[src/sv/rlmm_pkg.sv]
// ============================================================================
// rlmm_pkg
// Shared types, constants and the micro-program of the moment engine.
// ============================================================================
`default_nettype none

package rlmm_pkg;

    localparam int POS_W    = 25;
    localparam int H_W      = 13;
    localparam int MAX_DIM  = 4096;
    localparam int MOM_W    = 64;
    localparam int N_MOM    = 10;
    localparam int RF_DEPTH = 32;
    localparam int RA_W     = 5;
    localparam int PC_W     = 7;
    localparam int IDX_W    = 4;

    localparam logic [MOM_W-1:0] INV3 = 64'hAAAA_AAAA_AAAA_AAAB;

    // register file map
    localparam logic [RA_W-1:0] RA_ONE  = 5'd10;
    localparam logic [RA_W-1:0] RA_INV3 = 5'd11;
    localparam logic [RA_W-1:0] RA_S    = 5'd12;
    localparam logic [RA_W-1:0] RA_N    = 5'd13;
    localparam logic [RA_W-1:0] RA_T1   = 5'd14;
    localparam logic [RA_W-1:0] RA_T2   = 5'd15;
    localparam logic [RA_W-1:0] RA_TA   = 5'd16;
    localparam logic [RA_W-1:0] RA_TB   = 5'd17;
    localparam logic [RA_W-1:0] RA_X0   = 5'd18;
    localparam logic [RA_W-1:0] RA_Y0   = 5'd22;
    localparam logic [RA_W-1:0] RA_S2   = 5'd26;
    localparam logic [RA_W-1:0] RA_TMP  = 5'd27;

    // program entry points and offsets inside the rectangle routine
    localparam logic [PC_W-1:0] PC_OUT  = 7'd0;
    localparam logic [PC_W-1:0] PC_CLR  = 7'd10;
    localparam logic [PC_W-1:0] PC_ZERO = 7'd12;
    localparam logic [PC_W-1:0] PC_RECT = 7'd22;
    localparam logic [PC_W-1:0] RP_XPS  = 7'd2;
    localparam logic [PC_W-1:0] RP_YLD  = 7'd30;
    localparam logic [PC_W-1:0] RP_YPS  = 7'd32;
    localparam logic [PC_W-1:0] RP_ACC  = 7'd60;
    localparam logic [PC_W-1:0] RP_END  = 7'd80;

    typedef enum logic [2:0] {
        OP_ADD, OP_SUB, OP_MUL, OP_SHR1, OP_PASS, OP_LDI, OP_CAPT
    } op_t;

    typedef enum logic [2:0] {
        IMM_ZERO, IMM_ONE, IMM_INV3, IMM_XS, IMM_XN, IMM_YS, IMM_YN
    } imm_t;

    typedef struct packed {
        op_t             op;
        logic [RA_W-1:0] dst;
        logic [RA_W-1:0] sa;
        logic [RA_W-1:0] sb;
        imm_t            imm;
        logic            last;
    } instr_t;

    typedef struct packed {
        logic [POS_W:0]   xs;
        logic [POS_W-1:0] xn;
        logic [H_W-1:0]   ys;
        logic [POS_W-1:0] yn;
    } rect_t;

    typedef struct packed {
        logic            start;
        logic [PC_W-1:0] pc;
    } ex_ctl_t;

    typedef struct packed {
        logic             busy;
        logic             done;
        logic             capt;
        logic [IDX_W-1:0] capt_idx;
        logic [MOM_W-1:0] capt_data;
    } ex_stat_t;

    typedef struct packed {
        logic             start;
        logic [POS_W-1:0] dividend;
        logic [H_W-1:0]   divisor;
    } div_ctl_t;

    typedef struct packed {
        logic             done;
        logic [POS_W-1:0] quot;
        logic [H_W-1:0]   rem;
    } div_stat_t;

    typedef enum logic [2:0] {
        EX_IDLE, EX_ISSUE, EX_EXEC, EX_MUL1, EX_MUL2, EX_MUL3
    } ex_state_t;

    typedef enum logic [3:0] {
        ST_RST_GO, ST_RST_WAIT, ST_IDLE, ST_DIV1_GO, ST_DIV1_WAIT,
        ST_DIV2_GO, ST_DIV2_WAIT, ST_RECT_GO, ST_RECT_WAIT, ST_FINISH,
        ST_OUT_GO, ST_OUT_WAIT
    } state_t;

    function automatic instr_t mk_ins(input op_t op, input logic [RA_W-1:0] dst,
                                      input logic [RA_W-1:0] sa,
                                      input logic [RA_W-1:0] sb,
                                      input imm_t imm, input logic last);
        instr_t i;
        i.op   = op;
        i.dst  = dst;
        i.sa   = sa;
        i.sb   = sb;
        i.imm  = imm;
        i.last = last;
        return i;
    endfunction

    // power sums over k = S .. S+N-1 into bank pb (count, sum k, k^2, k^3)
    function automatic instr_t ps_step(input logic [RA_W-1:0] k,
                                       input logic [RA_W-1:0] pb);
        instr_t i;
        i = mk_ins(OP_PASS, RA_TMP, RA_TMP, RA_TMP, IMM_ZERO, 1'b0);
        case (k)
            5'd0:  i = mk_ins(OP_SUB,  RA_TA, RA_N,  RA_ONE,  IMM_ZERO, 1'b0);
            5'd1:  i = mk_ins(OP_MUL,  RA_TB, RA_N,  RA_TA,   IMM_ZERO, 1'b0);
            5'd2:  i = mk_ins(OP_SHR1, RA_T1, RA_TB, RA_TB,   IMM_ZERO, 1'b0);
            5'd3:  i = mk_ins(OP_ADD,  RA_TA, RA_N,  RA_N,    IMM_ZERO, 1'b0);
            5'd4:  i = mk_ins(OP_SUB,  RA_TA, RA_TA, RA_ONE,  IMM_ZERO, 1'b0);
            5'd5:  i = mk_ins(OP_MUL,  RA_TB, RA_T1, RA_TA,   IMM_ZERO, 1'b0);
            5'd6:  i = mk_ins(OP_MUL,  RA_T2, RA_TB, RA_INV3, IMM_ZERO, 1'b0);
            5'd7:  i = mk_ins(OP_MUL,  RA_S2, RA_S,  RA_S,    IMM_ZERO, 1'b0);
            5'd8:  i = mk_ins(OP_PASS, pb,    RA_N,  RA_N,    IMM_ZERO, 1'b0);
            5'd9:  i = mk_ins(OP_MUL,  RA_TA, RA_N,  RA_S,    IMM_ZERO, 1'b0);
            5'd10: i = mk_ins(OP_ADD,  pb + 5'd1, RA_TA, RA_T1, IMM_ZERO, 1'b0);
            5'd11: i = mk_ins(OP_MUL,  RA_TA, RA_N,  RA_S2,   IMM_ZERO, 1'b0);
            5'd12: i = mk_ins(OP_MUL,  RA_TB, RA_S,  RA_T1,   IMM_ZERO, 1'b0);
            5'd13: i = mk_ins(OP_ADD,  RA_TB, RA_TB, RA_TB,   IMM_ZERO, 1'b0);
            5'd14: i = mk_ins(OP_ADD,  RA_TA, RA_TA, RA_TB,   IMM_ZERO, 1'b0);
            5'd15: i = mk_ins(OP_ADD,  pb + 5'd2, RA_TA, RA_T2, IMM_ZERO, 1'b0);
            5'd16: i = mk_ins(OP_MUL,  RA_TA, RA_S2, RA_S,    IMM_ZERO, 1'b0);
            5'd17: i = mk_ins(OP_MUL,  RA_TA, RA_N,  RA_TA,   IMM_ZERO, 1'b0);
            5'd18: i = mk_ins(OP_MUL,  RA_TB, RA_S2, RA_T1,   IMM_ZERO, 1'b0);
            5'd19: i = mk_ins(OP_ADD,  RA_TMP, RA_TB, RA_TB,  IMM_ZERO, 1'b0);
            5'd20: i = mk_ins(OP_ADD,  RA_TB, RA_TB, RA_TMP,  IMM_ZERO, 1'b0);
            5'd21: i = mk_ins(OP_ADD,  RA_TA, RA_TA, RA_TB,   IMM_ZERO, 1'b0);
            5'd22: i = mk_ins(OP_MUL,  RA_TB, RA_S,  RA_T2,   IMM_ZERO, 1'b0);
            5'd23: i = mk_ins(OP_ADD,  RA_TMP, RA_TB, RA_TB,  IMM_ZERO, 1'b0);
            5'd24: i = mk_ins(OP_ADD,  RA_TB, RA_TB, RA_TMP,  IMM_ZERO, 1'b0);
            5'd25: i = mk_ins(OP_ADD,  RA_TA, RA_TA, RA_TB,   IMM_ZERO, 1'b0);
            5'd26: i = mk_ins(OP_MUL,  RA_TB, RA_T1, RA_T1,   IMM_ZERO, 1'b0);
            5'd27: i = mk_ins(OP_ADD,  pb + 5'd3, RA_TA, RA_TB, IMM_ZERO, 1'b0);
            default: i = mk_ins(OP_PASS, RA_TMP, RA_TMP, RA_TMP, IMM_ZERO, 1'b0);
        endcase
        return i;
    endfunction

    // x and y power of moment k in output order
    function automatic logic [1:0] p_of(input logic [IDX_W-1:0] k);
        logic [1:0] p;
        case (k)
            4'd1, 4'd4, 4'd8: p = 2'd1;
            4'd3, 4'd7:       p = 2'd2;
            4'd6:             p = 2'd3;
            default:          p = 2'd0;
        endcase
        return p;
    endfunction

    function automatic logic [1:0] q_of(input logic [IDX_W-1:0] k);
        logic [1:0] q;
        case (k)
            4'd2, 4'd4, 4'd7: q = 2'd1;
            4'd5, 4'd8:       q = 2'd2;
            4'd9:             q = 2'd3;
            default:          q = 2'd0;
        endcase
        return q;
    endfunction

    function automatic instr_t rom_fetch(input logic [PC_W-1:0] pc);
        logic [PC_W-1:0] r;
        logic [PC_W-1:0] ra;
        logic [PC_W-1:0] rx;
        logic [PC_W-1:0] ry;
        logic [PC_W-1:0] rz;
        logic [IDX_W-1:0] k;
        instr_t i;
        r  = pc - PC_RECT;
        ra = r - RP_ACC;
        rx = r - RP_XPS;
        ry = r - RP_YPS;
        rz = pc - PC_ZERO;
        k  = ra[IDX_W:1];
        i  = mk_ins(OP_PASS, RA_TMP, RA_TMP, RA_TMP, IMM_ZERO, 1'b1);
        if (pc < PC_CLR) begin
            i = mk_ins(OP_CAPT, RA_TMP, pc[RA_W-1:0], RA_TMP, IMM_ZERO, 1'b0);
        end else if (pc == PC_CLR) begin
            i = mk_ins(OP_LDI, RA_ONE, RA_TMP, RA_TMP, IMM_ONE, 1'b0);
        end else if (pc < PC_ZERO) begin
            i = mk_ins(OP_LDI, RA_INV3, RA_TMP, RA_TMP, IMM_INV3, 1'b0);
        end else if (pc < PC_RECT) begin
            i = mk_ins(OP_LDI, rz[RA_W-1:0], RA_TMP, RA_TMP, IMM_ZERO,
                       pc == PC_RECT - 7'd1);
        end else if (r == 7'd0) begin
            i = mk_ins(OP_LDI, RA_S, RA_TMP, RA_TMP, IMM_XS, 1'b0);
        end else if (r < RP_XPS) begin
            i = mk_ins(OP_LDI, RA_N, RA_TMP, RA_TMP, IMM_XN, 1'b0);
        end else if (r < RP_YLD) begin
            i = ps_step(rx[RA_W-1:0], RA_X0);
        end else if (r == RP_YLD) begin
            i = mk_ins(OP_LDI, RA_S, RA_TMP, RA_TMP, IMM_YS, 1'b0);
        end else if (r < RP_YPS) begin
            i = mk_ins(OP_LDI, RA_N, RA_TMP, RA_TMP, IMM_YN, 1'b0);
        end else if (r < RP_ACC) begin
            i = ps_step(ry[RA_W-1:0], RA_Y0);
        end else if (r < RP_END) begin
            if (ra[0] == 1'b0) begin
                i = mk_ins(OP_MUL, RA_TA, RA_X0 + {3'd0, p_of(k)},
                           RA_Y0 + {3'd0, q_of(k)}, IMM_ZERO, 1'b0);
            end else begin
                i = mk_ins(OP_ADD, {1'b0, k}, {1'b0, k}, RA_TA, IMM_ZERO,
                           r == RP_END - 7'd1);
            end
        end
        return i;
    endfunction

endpackage

`default_nettype wire

[src/sv/rlmm_div.sv]
// ============================================================================
// rlmm_div
// Restoring divider, one quotient bit per cycle, position by height.
// ============================================================================
`default_nettype none

module rlmm_div (
    input  wire logic                 aclk,
    input  wire logic                 aresetn,
    input  wire rlmm_pkg::div_ctl_t   ctl,
    output rlmm_pkg::div_stat_t       stat
);
    import rlmm_pkg::*;

    localparam int CNT_W = $clog2(POS_W);

    logic             busy_reg;
    logic             done_reg;
    logic [CNT_W-1:0] cnt_reg;
    logic [H_W-1:0]   rem_reg;
    logic [POS_W-1:0] quo_reg;
    logic [H_W-1:0]   dvs_reg;

    logic [H_W:0] sh;
    logic [H_W:0] diff;
    logic         ge;

    assign sh   = {rem_reg, quo_reg[POS_W-1]};
    assign ge   = sh >= {1'b0, dvs_reg};
    assign diff = sh - {1'b0, dvs_reg};

    always_ff @(posedge aclk) begin
        if (!aresetn) begin
            busy_reg <= 1'b0;
            done_reg <= 1'b0;
        end else begin
            done_reg <= busy_reg && (cnt_reg == '0);
            if (ctl.start) begin
                busy_reg <= 1'b1;
            end else if (busy_reg && (cnt_reg == '0)) begin
                busy_reg <= 1'b0;
            end
        end
    end

    always_ff @(posedge aclk) begin
        if (ctl.start) begin
            quo_reg <= ctl.dividend;
            rem_reg <= '0;
            dvs_reg <= ctl.divisor;
            cnt_reg <= CNT_W'(POS_W - 1);
        end else if (busy_reg) begin
            rem_reg <= ge ? diff[H_W-1:0] : sh[H_W-1:0];
            quo_reg <= {quo_reg[POS_W-2:0], ge};
            cnt_reg <= cnt_reg - 1'b1;
        end
    end

    assign stat.done = done_reg;
    assign stat.quot = quo_reg;
    assign stat.rem  = rem_reg;

endmodule

`default_nettype wire

[config.mk]
export PLATFORM = sky130hd
export DESIGN_NAME = rlmm_div
export DESIGN_NICKNAME = d
export VERILOG_FILES = /design/src/sv/rlmm_pkg.sv /design/src/sv/rlmm_div.sv
export SDC_FILE = /design/constraint.sdc
export NUM_CORES = 1
export LEC_CHECK = 0
export ABC_AREA = 0
export BUFFER_PORTS_ARGS = -buffer_cell sky130_fd_sc_hd__buf_2
export CORE_ASPECT_RATIO = 0.8
export CORE_MARGIN = 2
export CORE_UTILIZATION = 38
export DETAILED_ROUTE_END_ITERATION = 10
export GPL_TIMING_DRIVEN = 0
export HOLD_SLACK_MARGIN = 0.15
export PLACE_DENSITY_LB_ADDON = 0.2
export SYNTH_ARGS = -nofsm -noshare
export SYNTH_HDL_FRONTEND = slang
export SYNTH_SLANG_ARGS = --single-unit
[constraint.sdc]
create_clock -name aclk -period 3.58 [get_ports aclk]
set_input_delay 0.358 -clock aclk [delete_from_list [all_inputs] [get_ports aclk]]
set_output_delay 0.358 -clock aclk [all_outputs]
set_load 0.005 [all_outputs]
After elaboration in Yosys (flattened, before gate mapping)
Index checks and enable logic that the tools add are counted.
{ "totals": {"register_bits": 58, "inputBits": 41, "out_inout_bits": 39, "word_cells": 18} }
{ "op_classes": {"add_sub_neg": 2, "n_lt_le_gt_ge": 1, "n_mux": 5, "n_reduce_logical": 4} }
{ "op_table": {"columns": ["op", "count"], "rows": [
  ["two-way mux 25 bit", 2],
  ["greater-or-equal comparator 14 x 13 -> 1 bit", 1],
  ["two-way mux 13 bit", 1],
  ["subtractor 13 bit", 1],
  ["zero test 5 bit", 1],
  ["subtractor 5 x 1 -> 5 bit (second input constant)", 1],
  ["nonzero test 2 bit", 2],
  ["two-way mux 1 bit", 2],
  ["logical AND 1 bit", 1]
]} }

Depth between registers and ports, before layout
{ "logic_depth": {"word_depth": 4, "mapped_depth": 12, "depth_no_buf": 10} }

Worst setup path after synthesis
Ideal clock, no wire load.
{ "synth_timing": {"path_type": "flip-flop to flip-flop", "start": "reg quo_reg[24]", "end": "reg quo_reg[0], data pin", "setup_ns": 0.260, "arrival_time_ns": 2.491, "required_time_ns": 3.320, "setup_slack_ns": 0.829, "path_stages_with_launch": 13, "n_path_buf": 2, "synth_period_minus_slack_ns": 2.751, "cell_sequence": "edfxtp_1 inv_1 ha_1 inv_1 fa_1 a21oi_1 nand4b_1 a21oi_2 o31a_1 or2_1 buf_2 buf_6 mux2_2"} }
{ "synth_via": {"elab_chain_cells": 3} }
{ "synth_lines": {"columns": ["element", "line_no", "text"], "rows": [
  ["start, declared", "rlmm_div.sv:21", "logic [POS_W-1:0] quo_reg;"],
  ["start signal, assigned", "rlmm_div.sv:48", "quo_reg <= ctl.dividend;"],
  ["start signal, assigned", "rlmm_div.sv:54", "quo_reg <= {quo_reg[POS_W-2:0], ge};"],
  ["greater-or-equal comparator 14 x 13 -> 1 bit", "rlmm_div.sv:29", "assign ge = sh >= {1'b0, dvs_reg};"],
  ["two-way mux 25 bit", "rlmm_div.sv:52", "end else if (busy_reg) begin"],
  ["two-way mux 25 bit", "rlmm_div.sv:47", "if (ctl.start) begin"]
]} }
No other way between the ends. The select of a mux whose other input is x is not followed.
A chain may end at the register's enable or synchronous reset.

Worst setup path in the final report
Same ends and word-level chain as after synthesis.

==> impl_metrics.env <==
export IMPL_outcome="completed"
export IMPL_die_height_um=85.1
export IMPL_nets=435
export IMPL_p_leak_nw=1.66
export IMPL_ys_top_cells_by_area="edfxtp_1 36%, dfxtp_1 13%, mux2_2 9.7%"
export IMPL_maxCapViolCount=0
export IMPL_yosysWarnings=0
export IMPL_synth_common_cells="38 x edfxtp_1, 27 x mux2_2, 24 x nor2_1"
export IMPL_ys_seq_area_share_pct=49.3
export IMPL_drt_total_wl_um=7180
export IMPL_ir_worst_vdd_v=0.000176
export IMPL_cp_num_buf_inv=4
export IMPL_yosysTopAreaCell="edfxtp_1"
export IMPL_hold_viol_final=0
export IMPL_cts_buffer_depth=2
export IMPL_synth_most_common_cell="edfxtp_1"
export IMPL_synth_edf_count=38
export IMPL_cp_required_ps=3670
export IMPL_cts_made_buffers=9
export IMPL_gp_congestion=0.891
export IMPL_rsz0062_at_grt="false"
export IMPL_synth_flop_cell="edfxtp_1"
export IMPL_end_kind="register"
export IMPL_cts_resized=0
export IMPL_rows=29
export IMPL_synth_fp_nets=345
export IMPL_final_area_um2=3820
export IMPL_ioPinCount=80
export IMPL_chipWidth_um=105
export IMPL_core_um2=7950
export IMPL_syn_instance_count=289
export IMPL_clk_pin_slew_worst_paths_ps=70
export IMPL_drc=0
export IMPL_area_delta_synth_final_pct=22.1
export IMPL_min_path_type="input pin to register"
export IMPL_cts_hold_buf=0
export IMPL_grt_pass1_wl_um=11600
export IMPL_detailed_place_area_um2=3660
export IMPL_timing_final_crit_share_pct=83.8
export IMPL_yosys_register_bits=58
export IMPL_clock_skew_ps=7.96
export IMPL_path_class="register to register"
export IMPL_vias_per_cell=5.02
export IMPL_critPathMaxFanout=10
export IMPL_cpMaxStageDelayCell="edfxtp_1"
export IMPL_io_buffers=79
export IMPL_initial_core_util_pct=39.3
export IMPL_post_drt_wl_per_cell_um=14.6
export IMPL_ant_nets=0
export IMPL_worst_pin_slew_ps=972
export IMPL_synthArstFlopShare_pct=0
export IMPL_place_inst=476
export IMPL_grt_max_degree=26
export IMPL_largest_register_ffs=25
export IMPL_nFillCells=770
export IMPL_yosysUniqueCellTypes=47
export IMPL_fin_setup_tns_ps=0
export IMPL_netlist_area_um2=3130
export IMPL_antenna_found_initial=0
export IMPL_dp_hpwl_um=5330
export IMPL_ff_latch_area_um2=1540
export IMPL_crit_family="compound AO/OA/AOI/OAI gates"
export IMPL_critical_path_arrival_ps=3090
export IMPL_drive_gt1_share_pct=33.3
export IMPL_fmax_mhz=333
export IMPL_layout_min_cycle_time_ps=3000
export IMPL_cts_tree="yes"
export IMPL_root_buffer="clkbuf_8"
export IMPL_path_cells="inv_1 -> ha_1 -> inv_1 -> fa_1 -> a21oi_1 -> nand4b_1 -> a21oi_2 -> o31a_1 -> or2_1 -> buf_2 -> buf_6 -> mux2_2"
export IMPL_insertedDiodeCount=0
export IMPL_clock_latency_ps=340
export IMPL_syn_avg_cell_area_um2=10.8
export IMPL_dr_pass1_iters=4
export IMPL_htreeDepth=3
export IMPL_final_setup_viol_count=0
export IMPL_vias=2468
export IMPL_start_kind="register"
export IMPL_slew_violations=0
export IMPL_synth_top_area_share_pct=36.5
export IMPL_multiInputGateArea_um2=1420
export IMPL_grt_usage_pct=16.6
export IMPL_powerDensity_nw_per_um2=434
export IMPL_post_cts_buffers=0
export IMPL_overflow=0
export IMPL_dieArea_um2=8970
export IMPL_maxSlewHeadroom_pct=35.1
export IMPL_cts_sinks=58
export IMPL_fin_cells=492
export IMPL_drt_iter0_drc=109
export IMPL_crit_top_cell="inv_1"
export IMPL_max_stage_delay_ps=440
export IMPL_grt_pass1_vias=2387
worst paths after layout:
path / start / to / slack [ps] / cells past startpoint
worst min register to register: cnt_reg[4] / done_reg / 480 / 1
worst max-delay path: quo_reg[24] / quo_reg[0] / 580 / 12
worst min-delay path: ctl[6] / dvs_reg[6] / 190 / 1
worst max register to register: quo_reg[24] / quo_reg[0] / 580 / 12
metrics by stage:
step / worst slack, ps / utilization (%) / power, W / hold WS [ps]
after CTS: 588 / 48.1 / 0.00168 / 171
after floorplan: 829 / - / 0.00105 / 431
final: 581 / 48.1 / 0.00166 / 191
after global placement: 628 / 46.0 / 0.00116 / 464
after detailed placement: 608 / 46.0 / 0.00116 / 461
after global routing: 412 / 48.1 / 0.00175 / 179
power by group:
group / total, W / switching, W / internal, W / leakage (nW)
registers: 0.000815 / 0.0000334 / 0.000781 / 0.544
logic: 0.000336 / 0.000179 / 0.000157 / 1.04
clock network: 0.000507 / 0.000263 / 0.000244 / 0.0795
total: 0.00166 / 0.000475 / 0.00118 / 1.66
layout make-up:
type,count,area share [%]
flip-flops and latches,58,40.4
inverters,23,2.26
plain buffers,17,2.00
multi-input cells,191,37.3
repair buffers,79,10.4
clock buffers,10,3.34
clock inverters,6,0.885
well taps,108,3.54
cell families (layout without fill, tap and decap cells):
| kind of cell | after synthesis | count (layout) | share of synthesized area, % |
|---|---|---|---|
| and+or+nand+nor | 73 | 73 | 11.2 |
| muxes | 28 | 28 | 10.0 |
| AOI/OAI and AO/OA | 67 | 67 | 15.7 |
| adders and majority gates | 15 | 15 | 6.24 |
| xor gates and xnor gates | 8 | 8 | 2.24 |
| DFF | 58 | 58 | 49.3 |
| buffers and inverters | 40 | 135 | 5.20 |
cells in the final DEF (no fill, tap or decap), types with 4 or more instances in the layout:
| cell | netlist | routed |
|---|---|---|
| a21o_1 | 5 | 5 |
| nand3_1 | 4 | 4 |
| nor2_1 | 24 | 24 |
| nor2b_1 | 4 | 4 |
| nand2b_1 | 4 | 4 |
| mux2_2 | 27 | 27 |
| buf_2 | 1 | 80 |
| nor3_1 | 6 | 6 |
| o21ai_0 | 8 | 8 |
| edfxtp_1 | 38 | 38 |
| clkbuf_8 | 0 | 9 |
| a21oi_1 | 13 | 13 |
| inv_1 | 23 | 23 |
| ha_1 | 14 | 14 |
| o211ai_1 | 12 | 12 |
| o311a_1 | 7 | 7 |
| nand2_1 | 15 | 15 |
| dfxtp_1 | 20 | 20 |
| xnor2_1 | 5 | 5 |
| buf_1 | 5 | 5 |
| clkbuf_1 | 9 | 10 |
per-layer routing:
layer	global-route usage, %	part of all wire, %
met3	4.07	5.7
met2	24.2	43
met5	0	0
met4	5.82	1.2
met1	23.9	50
worst reg2reg max path: cells and delay by family, from the launching register on:
| kind | cells | cell delay, ps |
|---|---|---|
| muxes | 1 | 260 |
| AOI/OAI and AO/OA | 3 | 640 |
| DFF | 1 | 440 |
| adders and majority gates | 2 | 580 |
| buffers and inverters | 4 | 440 |
| and+or+nand+nor | 2 | 410 |
No activity file was read; power rests on OpenSTA's default activity.
